**src/rtl/bpnf_pkg.sv**
```systemverilog
// Shared types and constants of the bad pixel neighbor fix block.
`default_nettype none
package bpnf_pkg;

  localparam int CFG_IDX_W = 2;
  localparam logic [CFG_IDX_W-1:0] CFG_FRAME_WIDTH  = 2'd0;
  localparam logic [CFG_IDX_W-1:0] CFG_FRAME_HEIGHT = 2'd1;

  localparam logic [11:0] FRAME_WIDTH_RESET  = 12'd2048;
  localparam logic [15:0] FRAME_HEIGHT_RESET = 16'd1024;

  // Sum of up to eight 31-bit values.
  localparam int SUM_W = 34;

  typedef struct packed {
    logic        drain;
    logic [31:0] pixel;
  } item_t;

  typedef struct packed {
    logic [30:0] corrected_value;
    logic        was_replaced;
    logic        no_valid_neighbor;
    logic        last_of_frame;
  } res_t;

  typedef enum logic [2:0] {
    ST_IDLE,
    ST_CTR_RD,
    ST_CTR_CHK,
    ST_NB_RD,
    ST_NB_ACC,
    ST_DIV,
    ST_EMIT,
    ST_PUSH
  } back_state_t;

  function automatic logic pix_valid(input logic [31:0] v);
    return (v != 32'd0) && !v[31];
  endfunction

endpackage
`default_nettype wire

```
**src/rtl/bpnf_front.sv**
```systemverilog
// Input stage: accepts items and queues them for the correction engine.
`default_nettype none
module bpnf_front
  import bpnf_pkg::*;
(
  input  wire logic        clk,
  input  wire logic        rst_n,
  input  wire logic        in_valid,
  output logic             in_ready,
  input  wire logic        in_func,
  input  wire logic [31:0] in_pixel_value,
  output logic             q_valid,
  output item_t            q_item,
  input  wire logic        q_ready
);

  item_t       q_mem_r [2];
  logic        wp_r, rp_r;
  logic [1:0]  cnt_r;
  logic        push, pop;

  assign in_ready = (cnt_r != 2'd2);
  assign q_valid  = (cnt_r != 2'd0);
  assign q_item   = q_mem_r[rp_r];
  assign push     = in_valid && in_ready;
  assign pop      = q_valid && q_ready;

  always_ff @(posedge clk) begin
    if (push) begin
      q_mem_r[wp_r] <= '{drain: in_func, pixel: in_pixel_value};
    end
  end

  always_ff @(posedge clk) begin
    if (!rst_n) begin
      wp_r  <= 1'b0;
      rp_r  <= 1'b0;
      cnt_r <= 2'd0;
    end else begin
      if (push) wp_r <= ~wp_r;
      if (pop)  rp_r <= ~rp_r;
      cnt_r <= cnt_r + 2'(push) - 2'(pop);
    end
  end

endmodule
`default_nettype wire

```
**config.mk**
```make
export PLATFORM = sky130hd
export DESIGN_NAME = bpnf_front
export DESIGN_NICKNAME = d
export VERILOG_FILES = /design/src/rtl/bpnf_pkg.sv /design/src/rtl/bpnf_front.sv
export SDC_FILE = /design/constraint.sdc
export NUM_CORES = 1
export LEC_CHECK = 0
export ABC_AREA = 1
export BUFFER_PORTS_ARGS = -buffer_cell sky130_fd_sc_hd__buf_2
export CAP_MARGIN = 10
export CORE_ASPECT_RATIO = 0.9
export CORE_MARGIN = 2
export CORE_UTILIZATION = 30
export DETAILED_ROUTE_END_ITERATION = 8
export GPL_ROUTABILITY_DRIVEN = 0
export PLACE_DENSITY = 0.57
export SKIP_CTS_REPAIR_TIMING = 1
export SLEW_MARGIN = 20
export SYNTH_ARGS = -nofsm -noshare
export SYNTH_HDL_FRONTEND = slang
export SYNTH_SLANG_ARGS = --single-unit
```
**constraint.sdc**
```tcl
create_clock -name clk -period 2.85 [get_ports clk]
set_clock_uncertainty 0.05 [all_clocks]
set_input_delay 0.1425 -clock clk [delete_from_list [all_inputs] [get_ports clk]]
set_output_delay 0.1425 -clock clk [all_outputs]
set_load 0.02 [all_outputs]
```
==> results of run 1 <==
[final cells by class]
type,instances,area (um^2)
Fill cell,829,5215
Clock inverter,6,110.1
Inverter,7,26.28
Multi-Input combinational cell,57,605.6
Timing Repair Buffer,109,725.7
Clock buffer,9,123.9
Sequential cell,71,2083
Tap cell,122,152.6
[sequential cells by signal, indices dropped and copies added, names as in the netlist, named ones only]
register  count
q_mem_r      66
cnt_r         2
rp_r          1
wp_r          1
[logic make-up after synthesis]
kind of cell | Yosys count
multiplexers | 33
flip-flops | 71
AO/OA/AOI/OAI | 2
AND/OR/NAND/NOR | 20
buffers and inverters | 11
adder cells (fa/ha/maj) | 2
[worst max-delay path: stages (launching register included)]
cell	delay (ps)
sky130_fd_sc_hd__dfxtp_2	680
sky130_fd_sc_hd__buf_4	340
sky130_fd_sc_hd__mux2_4	320
sky130_fd_sc_hd__buf_2	160
[layer usage]
| metal | part of all wire | routed length, um | vias up | global-route usage |
|---|---|---|---|---|
| li1 | - | - | 750 | - |
| met1 | 0.49 | 2380 | 700 | 0.1245 |
| met2 | 0.43 | 2105 | 51 | 0.1441 |
| met3 | 0.062 | 303 | 9 | 0.05332 |
| met4 | 0.014 | 69 | 0 | 0.04000 |
| met5 | 0 | 0 | - | 0 |
[metrics by stage]
stage               hold WS, ps  std cells  power [uW]  setup WS (ps)  area [um^2]
finish                    40.64        381        3252          826.6         3827
global route              46.42        381        3423          719.7         3827
CTS                      -84.81        347        3269          768.0         3487
detailed placement        284.7        332        2323           1135         3253
global placement          281.6        332        2315           1159         3253
floorplan                 186.0        139        2099          272.5         2778
[how the worst max path moves through the flow]
stage,startpoint,to,slack [ps],cells past startpoint
after global placement,flip-flop,q_item[13],1160,3
final,flip-flop,q_item[23],830,3
after floorplan,cnt_r[0]$_SDFF_PN0_,q_mem_r[0][0]$_DFFE_PP_,270,4
after detailed placement,flip-flop,q_item[22],1140,3
after global routing,flip-flop,q_item[26],720,3
after CTS,flip-flop,q_item[22],770,3
[layout by cell type (no fill, tap or decap), drive strengths merged, types with 3 or more instances in the layout]
master / instances
dlygate4sd3: 34
mux2: 33
edfxtp: 66
nand3: 3
bufinv: 3
dfxtp: 5
nor2: 8
clkbuf: 9
buf: 75
inv: 7
nand2: 9
[report_power, final]
| group | internal (uW) | switching [uW] |
|---|---|---|
| logic | 421 | 493 |
| clock network | 575 | 360 |
| registers | 1320 | 80.7 |
==> flow_metrics.py, run 1 <==
metrics = {
    "synth": {
        "post_synth_fa_ha_maj_area_fraction": 0.009009,
        "ys_top_cells_by_count": "66 x sky130_fd_sc_hd__edfxtp_1, 30 x sky130_fd_sc_hd__mux2_4, 9 x sky130_fd_sc_hd__nand2_1",
        "yosys_warnings": 0,
        "synth_enable_flop_cells": 66,
        "synth.net_count": 178,
        "portion_of_netlist_area_occupied_by_mux_cells": 0.1743,
        "ys_async_sr_fraction": 0,
        "number_of_unique_standard_cell_types_used_by_synthesis": 12,
        "combinational_family_with_the_most_area_after_synthesis": "multiplexers",
        "synth_compound_area_frac": 0.003604,
        "yosys_most_used_dff": "sky130_fd_sc_hd__edfxtp_1",
        "avgSynthCellArea_um2": 19.98,
        "post_synth_and_or_nand_nor_area_fraction": 0.02838,
        "netlist.top_cell.by_area": "sky130_fd_sc_hd__edfxtp_1",
        "ys_ff_latch": 71,
        "area_fraction_of_the_dominant_cell_type_after_synthesis": 0.7135,
        "post-synth-top-count-cell": "sky130_fd_sc_hd__edfxtp_1",
        "synth_area_um2": 2778,
        "ys_seq_area_frac": 0.7495,
        "synth-xor-area-share": 0,
        "synth_top_cells_by_area": "sky130_fd_sc_hd__edfxtp_1 71%, sky130_fd_sc_hd__mux2_4 16%, sky130_fd_sc_hd__dfxtp_1 3.6%",
        "postSynthCellCount": 139,
    },
    "critical_path": {
        "timing_worst_setup_path_type": "flip-flop to output port",
        "timing.critical_path.fanout_max": 16,
        "reg2reg_slack_ps": 1240,
        "regToRegEndpoint": "cnt_r[1]$_SDFF_PN0_",
        "r2r-start": "cnt_r[0]$_SDFF_PN0_",
        "crit_arrival_ps": 1830,
        "worstSetupEndpointType": "output port",
        "startpoint_type": "flip-flop",
        "ff2ff_path_depth": 10,
        "cp_data_required_time_ps": 2660,
    },
    "clock_network": {
        "clkLatencyLatePin_ps": 330,
        "tritoncts": "built",
        "number_of_levels_the_h_tree_was_split_into": 3,
        "clk_root_buffer_cell": "sky130_fd_sc_hd__clkbuf_8",
        "cts_inserted_buffers": 9,
        "max-clock-path-buffers": 2,
        "clkTransAtPathRegs_ps": 70,
        "clock_sink_count": 71,
    },
    "global_routing": {
        "grt_first_pass_wirelength_um": 7251,
        "grtUsageTotal": 0.09945,
        "grt.overflow.total": 0,
        "initial_antenna_violation_count": 0,
        "first_global_vias": 1398,
        "grt_start_max_net_pins": 34,
    },
    "place": {
        "dp.final_hpwl_um": 3075,
        "io_buffer_count": 71,
    },
    "sta": {
        "max_slew_margin": 0.6359,
        "setup_repair_after_global_routing_missed_its_margin": "false",
        "slew_violations": 0,
        "finalHoldViolCount": 0,
        "timing.final.crit_share": 0.7100,
        "tns_ps": 0,
        "fin_crit_ps": 2023,
        "tightestPinTransition_ps": 546.1,
        "setup_viol_count_final": 0,
        "fmax_ghz": 0.4942,
    },
    "run_status": {
        "outcome": "finished, final reports clean",
    },
    "drt": {
        "ant_nets": 0,
        "drt-total-wl_um": 4858,
        "wl_per_cell_um": 12.75,
        "drc_errors": 0,
        "drt-vias-per-instance": 3.963,
        "first_iter_violations": 47,
        "detail_route.first_pass.iterations": 4,
        "dr_total_vias": 1510,
    },
    "hold_path": {
        "worstHoldPathCells": 3,
        "origin_of_the_worst_min_delay_path": "in_valid",
        "holdCritPathClass": "input pin to flip-flop",
        "timing.hold.worst_endpoint": "wp_r$_SDFFE_PN0N_",
    },
    "floorplanning": {
        "io_pins": 72,
        "floorplan.die.width_um": 105.4,
        "die-height_um": 95.29,
        "core_region_area_um2": 9042,
        "rows": 33,
        "dieArea_um2": 10050,
        "floorplan.initialDensity": 0.3072,
    },
    "power_and_ir_drop": {
        "worst_ir_drop_vdd_v": 0.0003389,
        "static-leakage-power_uw": 0.001540,
        "power-per-cell-area_nw_per_um2": 849.7,
    },
    "finish": {
        "share_of_cells_above_drive_strength_1": 0.4788,
        "areaGrowthSynthToFinish_pct": 37.79,
        "share_of_the_core_filled_with_cells_in_the_final_layout": 0.4233,
        "layout.nets": 294,
        "n_antenna_cell": 0,
    },
    "job": {
        "maxCapViolations": 0,
    },
}
No activity file was read; power rests on OpenSTA's default activity.
==> inputs of run 2 (changes only) <==
- PLACE_DENSITY: 0.57 -> 0.59
- clock period: 2.85 -> 1.8 ns (I/O delays scaled with it)
==> run 2 against run 1 <==
Effect of this change: clock power rose by 42%; first-iteration DRC count is 21% lower; core utilization rose by 0.083 points; worst hold slack got worse by 25 ps; critical endpoint is now q_item[1]; highest routed layer unchanged.
==> flow_metrics.py, run 2 (same netlist as run 1, synthesis figures left out) <==
metrics = {
    "global_routing": {
        "grtUsageTotal": 0.09251,
        "grt.overflow.total": 0,
        "grt_start_max_net_pins": 19,
        "grt_first_pass_wirelength_um": 6858,
        "initial_antenna_violation_count": 0,
        "first_global_vias": 1399,
    },
    "sta": {
        "setup_repair_after_global_routing_missed_its_margin": "false",
        "tightestPinTransition_ps": 340.1,
        "tns_ps": 0,
        "slew_violations": 0,
        "timing.final.crit_share": 0.9194,
        "fmax_ghz": 0.6043,
        "max_slew_margin": 0.7732,
        "setup_slack_ps": 145.2,
        "fin_crit_ps": 1655,
        "setup_viol_count_final": 0,
        "finalHoldViolCount": 0,
    },
    "power_and_ir_drop": {
        "p_comb_frac": 0.302,
        "worst_ir_drop_vdd_v": 0.0005608,
        "power-per-cell-area_nw_per_um2": 1306,
        "p_int_uw": 3553,
        "power.switching_uw": 1457,
        "power.switching_fraction": 0.2909,
        "sequentialPowerShare": 0.432,
        "p_clk_frac": 0.266,
        "static-leakage-power_uw": 0.001538,
    },
    "floorplanning": {
        "die-height_um": 95.29,
        "floorplan.die.width_um": 105.4,
        "floorplan.initialDensity": 0.3072,
        "dieArea_um2": 10050,
        "io_pins": 72,
        "core_region_area_um2": 9042,
        "rows": 33,
    },
    "finish": {
        "multi_input_area_um2": 605.6,
        "largest-register": "q_mem_r",
        "n_antenna_cell": 0,
        "largest_register_ff_count": 66,
        "share_of_cells_above_drive_strength_1": 0.4829,
        "mostFrequentLayoutCell": "sky130_fd_sc_hd__buf_2",
        "largestRegisters": "q_mem_r: 66 flops, cnt_r: 2 flops",
        "areaGrowthSynthToFinish_pct": 38.06,
        "share_of_the_core_filled_with_cells_in_the_final_layout": 0.4241,
        "area.sequential_um2": 2083,
        "layout.cells.most_common_list": "71 x sky130_fd_sc_hd__buf_2, 66 x sky130_fd_sc_hd__edfxtp_1, 35 x sky130_fd_sc_hd__dlygate4sd3_1",
        "layout.nets": 297,
        "nFillCells": 826,
    },
    "clock_network": {
        "clock_sink_count": 71,
        "max-clock-path-buffers": 2,
        "cts_inserted_buffers": 9,
        "clkLatencyLatePin_ps": 330,
        "number_of_levels_the_h_tree_was_split_into": 3,
        "tritoncts": "built",
        "clkTransAtPathRegs_ps": 70,
        "clk_root_buffer_cell": "sky130_fd_sc_hd__clkbuf_8",
    },
    "place": {
        "pre_cts_ws_ps": 194.0,
        "dp.final_hpwl_um": 3069,
        "io_buffer_count": 71,
    },
    "run_status": {
        "outcome": "finished, final reports clean",
    },
    "drt": {
        "detail_route.first_pass.iterations": 4,
        "drc_errors": 0,
        "wl_per_cell_um": 12.13,
        "first_iter_violations": 37,
        "drt-total-wl_um": 4670,
        "drt-vias-per-instance": 4.018,
        "dr_total_vias": 1547,
        "ant_nets": 0,
    },
    "hold_path": {
        "holdCritPathClass": "input pin to flip-flop",
    },
    "critical_path": {
        "startpoint_type": "flip-flop",
        "crit_arrival_ps": 1510,
        "timing.critical_path.fanout_max": 17,
        "cp_data_required_time_ps": 1660,
        "timing_worst_setup_path_type": "flip-flop to output port",
        "worstSetupEndpointType": "output port",
    },
    "job": {
        "maxCapViolations": 0,
    },
}
-- run 2: changes by cell type in the layout (fill, tap and decap cells not counted) --
cell	before	now
sky130_fd_sc_hd__clkinv_2	0	1
sky130_fd_sc_hd__inv_1	7	6
sky130_fd_sc_hd__clkbuf_1	0	1
sky130_fd_sc_hd__bufinv_16	3	2
sky130_fd_sc_hd__buf_4	4	6
sky130_fd_sc_hd__clkinvlp_4	1	2
sky130_fd_sc_hd__dlygate4sd3_1	34	35
-- run 2: cell type report --
| class | instances | share of cell area |
|---|---|---|
| clock inverter | 6 | 0.02219 |
| tap | 122 | 0.03980 |
| timing repair buffer | 112 | 0.1958 |
| sequential | 71 | 0.5432 |
| multi-input combinational | 57 | 0.1579 |
| inverter | 7 | 0.007830 |
| clock buffer | 10 | 0.03328 |
-- run 2: per-layer routing --
metal,track usage,vias up,wire length [um]
li1,-,756,-
met1,0.1055,741,2027
met2,0.1511,45,2315
met3,0.04853,5,274
met4,0.03000,0,53
met5,0,-,0
-- run 2: power groups by stage --
stage	Sequential (uW)	Combinational, uW	Clock, uW
2_1_floorplan	2180	1140	0
3_3_place_gp	2190	1470	0
3_5_place_dp	2210	1480	0
4_1_cts	2170	1480	1400
5_1_grt	2190	1640	1450
6_report	2170	1510	1330
-- run 2: metrics by stage --
| step | hold WS [ps] | instance area [um^2] | total power [uW] | instances |
|---|---|---|---|---|
| floorplan | 133.5 | 2789 | 3328 | 139 |
| global placement | 228.5 | 3272 | 3660 | 334 |
| CTS | -141.9 | 3485 | 5047 | 350 |
| finish | 15.71 | 3835 | 5010 | 385 |
| detailed placement | 230.7 | 3272 | 3683 | 334 |
| global route | 14.85 | 3835 | 5284 | 385 |
-- run 2: worst paths after layout --
path,to,depth (start not counted),from,slack [ps]
worst max-delay path,q_item[1],3,flip-flop,150
worst max register to register,cnt_r[1]$_SDFF_PN0_,10,cnt_r[0]$_SDFF_PN0_,180
worst min register to register,flip-flop,2,rp_r$_SDFFE_PN0P_,470
worst min-delay path,flip-flop,4,q_ready,20
-- run 2: worst max-delay path, cell delays in order (launching register included) --
cell                      delay, ps
sky130_fd_sc_hd__dfxtp_2        330
sky130_fd_sc_hd__buf_4          320
sky130_fd_sc_hd__mux2_2         370
sky130_fd_sc_hd__buf_2          160
==> inputs of run 3 (changes only) <==
- PLACE_DENSITY: 0.59 -> default
- PLACE_DENSITY_LB_ADDON: default -> 0.2
==> run 3 against run 2 <==
Effect of this change: clock power is 27% lower; total power is 5.9% lower; core utilization is 0.46 points lower; combinational power hardly changed; cell area is 1.1% lower; flip-flop and latch count stayed put; global-route usage is 0.68 points higher; first-iteration DRC count is 27% lower; via count is 2.4% lower; non-clock buffer count is 3 lower; wire length is 3.9% higher; largest power group unchanged.
==> flow_metrics.py, run 3 (same netlist as run 1, synthesis figures left out) <==
metrics = {
    "run_status": {
        "outcome": "finished, final reports clean",
    },
    "floorplanning": {
        "core_region_area_um2": 9042,
        "floorplan.initialDensity": 0.3072,
        "floorplan.die.width_um": 105.4,
        "die-height_um": 95.29,
        "io_pins": 72,
        "rows": 33,
        "dieArea_um2": 10050,
    },
    "critical_path": {
        "timing.critical_path.to": "q_item[32]",
        "startpoint_type": "flip-flop",
        "cp.depth": 3,
        "crit_arrival_ps": 1520,
        "crit_path_cell_trace": "buf_12, mux2_2, buf_2",
        "worstSetupEndpointType": "output port",
        "regToRegEndpoint": "cnt_r[1]$_SDFF_PN0_",
        "critical_path.max_stage_delay_ps": 490,
        "reg2reg_slack_ps": 240,
        "timing.critical_path.fanout_max": 13,
        "cp_slowest_cell": "sky130_fd_sc_hd__dfxtp_4",
        "r2r-start": "cnt_r[0]$_SDFF_PN0_",
        "cp_data_required_time_ps": 1660,
        "timing.critical_path.buf_inv": 2,
        "worst_path_dominant_cell_family": "flip-flops",
        "timing_worst_setup_path_type": "flip-flop to output port",
        "ff2ff_path_depth": 10,
    },
    "clock_network": {
        "number_of_levels_the_h_tree_was_split_into": 3,
        "cts_inserted_buffers": 9,
        "max-clock-path-buffers": 2,
        "clkTransAtPathRegs_ps": 70,
        "clkLatencyLatePin_ps": 320,
        "clock_sink_count": 71,
        "tritoncts": "built",
        "clk_root_buffer_cell": "sky130_fd_sc_hd__clkbuf_8",
    },
    "sta": {
        "tightestPinTransition_ps": 233.1,
        "fin_crit_ps": 1663,
        "finalHoldViolCount": 0,
        "timing.final.crit_share": 0.9239,
        "setup_repair_after_global_routing_missed_its_margin": "false",
        "max_slew_margin": 0.8446,
        "fmax_ghz": 0.6013,
        "setup_viol_count_final": 0,
        "slew_violations": 0,
        "hold-worst-slack_ps": 5.535,
        "tns_ps": 0,
    },
    "finish": {
        "share_of_the_core_filled_with_cells_in_the_final_layout": 0.4195,
        "areaGrowthSynthToFinish_pct": 36.58,
        "share_of_cells_above_drive_strength_1": 0.4786,
        "mostFrequentLayoutCell": "sky130_fd_sc_hd__buf_2",
        "largestRegisters": "q_mem_r: 66 flops, cnt_r: 2 flops",
        "largest-register": "q_mem_r",
        "n_antenna_cell": 0,
        "largest_register_ff_count": 66,
        "layout.cells.most_common_list": "71 x sky130_fd_sc_hd__buf_2, 66 x sky130_fd_sc_hd__edfxtp_1, 34 x sky130_fd_sc_hd__dlygate4sd3_1",
        "layout.nets": 294,
    },
    "power_and_ir_drop": {
        "power-per-cell-area_nw_per_um2": 1243,
        "static-leakage-power_uw": 0.001507,
        "worst_ir_drop_vdd_v": 0.0005489,
    },
    "drt": {
        "dr_total_vias": 1510,
        "detail_route.first_pass.iterations": 4,
        "drc_errors": 0,
        "drt-total-wl_um": 4850,
        "drt-vias-per-instance": 3.984,
        "first_iter_violations": 27,
        "ant_nets": 0,
        "wl_per_cell_um": 12.80,
    },
    "place": {
        "io_buffer_count": 71,
        "dp.final_hpwl_um": 3079,
    },
    "hold_path": {
        "holdCritPathClass": "input pin to flip-flop",
    },
    "global_routing": {
        "first_global_vias": 1450,
        "grt_first_pass_wirelength_um": 7203,
        "grt_start_max_net_pins": 34,
        "initial_antenna_violation_count": 0,
        "grt.overflow.total": 0,
        "grtUsageTotal": 0.09927,
    },
    "job": {
        "maxCapViolations": 0,
    },
}
## run 3: cell types whose count changed in the layout (fill, tap and decap cells not counted), sizes merged
cell         before  now
buf              77   75
bufinv            2    0
dlygate4sd3      35   34
clkinvlp          2    1
## run 3: power breakdown
group | switching, uW | internal, uW | total, uW
clock | 507 | 467 | 975
sequential | 111 | 2100 | 2210
combinational | 810 | 725 | 1540
total | 1430 | 3290 | 4720
## run 3: how the worst min path moves through the flow
| stage | startpoint | endpoint | cells past startpoint |
|---|---|---|---|
| after global routing | in_valid | wp_r$_SDFFE_PN0N_ | 3 |
| after global placement | in_pixel_value[3] | q_mem_r[0][3]$_DFFE_PP_ | 1 |
| after floorplan | rst_n | cnt_r[0]$_SDFF_PN0_ | 2 |
| after detailed placement | in_pixel_value[22] | q_mem_r[0][22]$_DFFE_PP_ | 1 |
| after CTS | in_pixel_value[22] | q_mem_r[0][22]$_DFFE_PP_ | 1 |
| final | in_valid | wp_r$_SDFFE_PN0N_ | 3 |
## run 3: worst register-to-register path: stages, from the launching register on
cell	delay [ps]
sky130_fd_sc_hd__dfxtp_1	350
sky130_fd_sc_hd__inv_1	60
sky130_fd_sc_hd__nand2_1	120
sky130_fd_sc_hd__nand2_2	90
sky130_fd_sc_hd__ha_1	280
sky130_fd_sc_hd__inv_1	40
sky130_fd_sc_hd__ha_1	180
sky130_fd_sc_hd__inv_1	50
sky130_fd_sc_hd__nand2_1	60
sky130_fd_sc_hd__a21oi_1	120
sky130_fd_sc_hd__nor2_1	60
## run 3: cell type report
type | instances | area (um^2)
clock buffers | 10 | 127.6
clock inverters | 3 | 13.76
fillers | 843 | 5249
inverters | 7 | 30.03
multi-input cells | 57 | 608.1
flip-flops and latches | 71 | 2086
well taps | 122 | 152.6
repair buffers | 109 | 775.7
## run 3: per-layer routing
layer  part of all wire  routed length, um  GRT usage  up-vias
met4              0.024                116    0.07000        0
li1                   -                  -          -      749
met1               0.45               2192     0.1183      717
met3              0.036                175    0.02461        9
met5                  0                  0          0        -
met2               0.49               2364     0.1591       35
## run 3: per-stage QoR
stage	setup slack, ps	instance area [um^2]	instances	power [uW]
after CTS	-47.25	3448	345	4746
after global routing	13.07	3794	379	4989
after global placement	255.2	3307	332	3744
after detailed placement	213.5	3307	332	3751
final	136.9	3794	379	4717
after floorplan	96.64	2789	139	3328
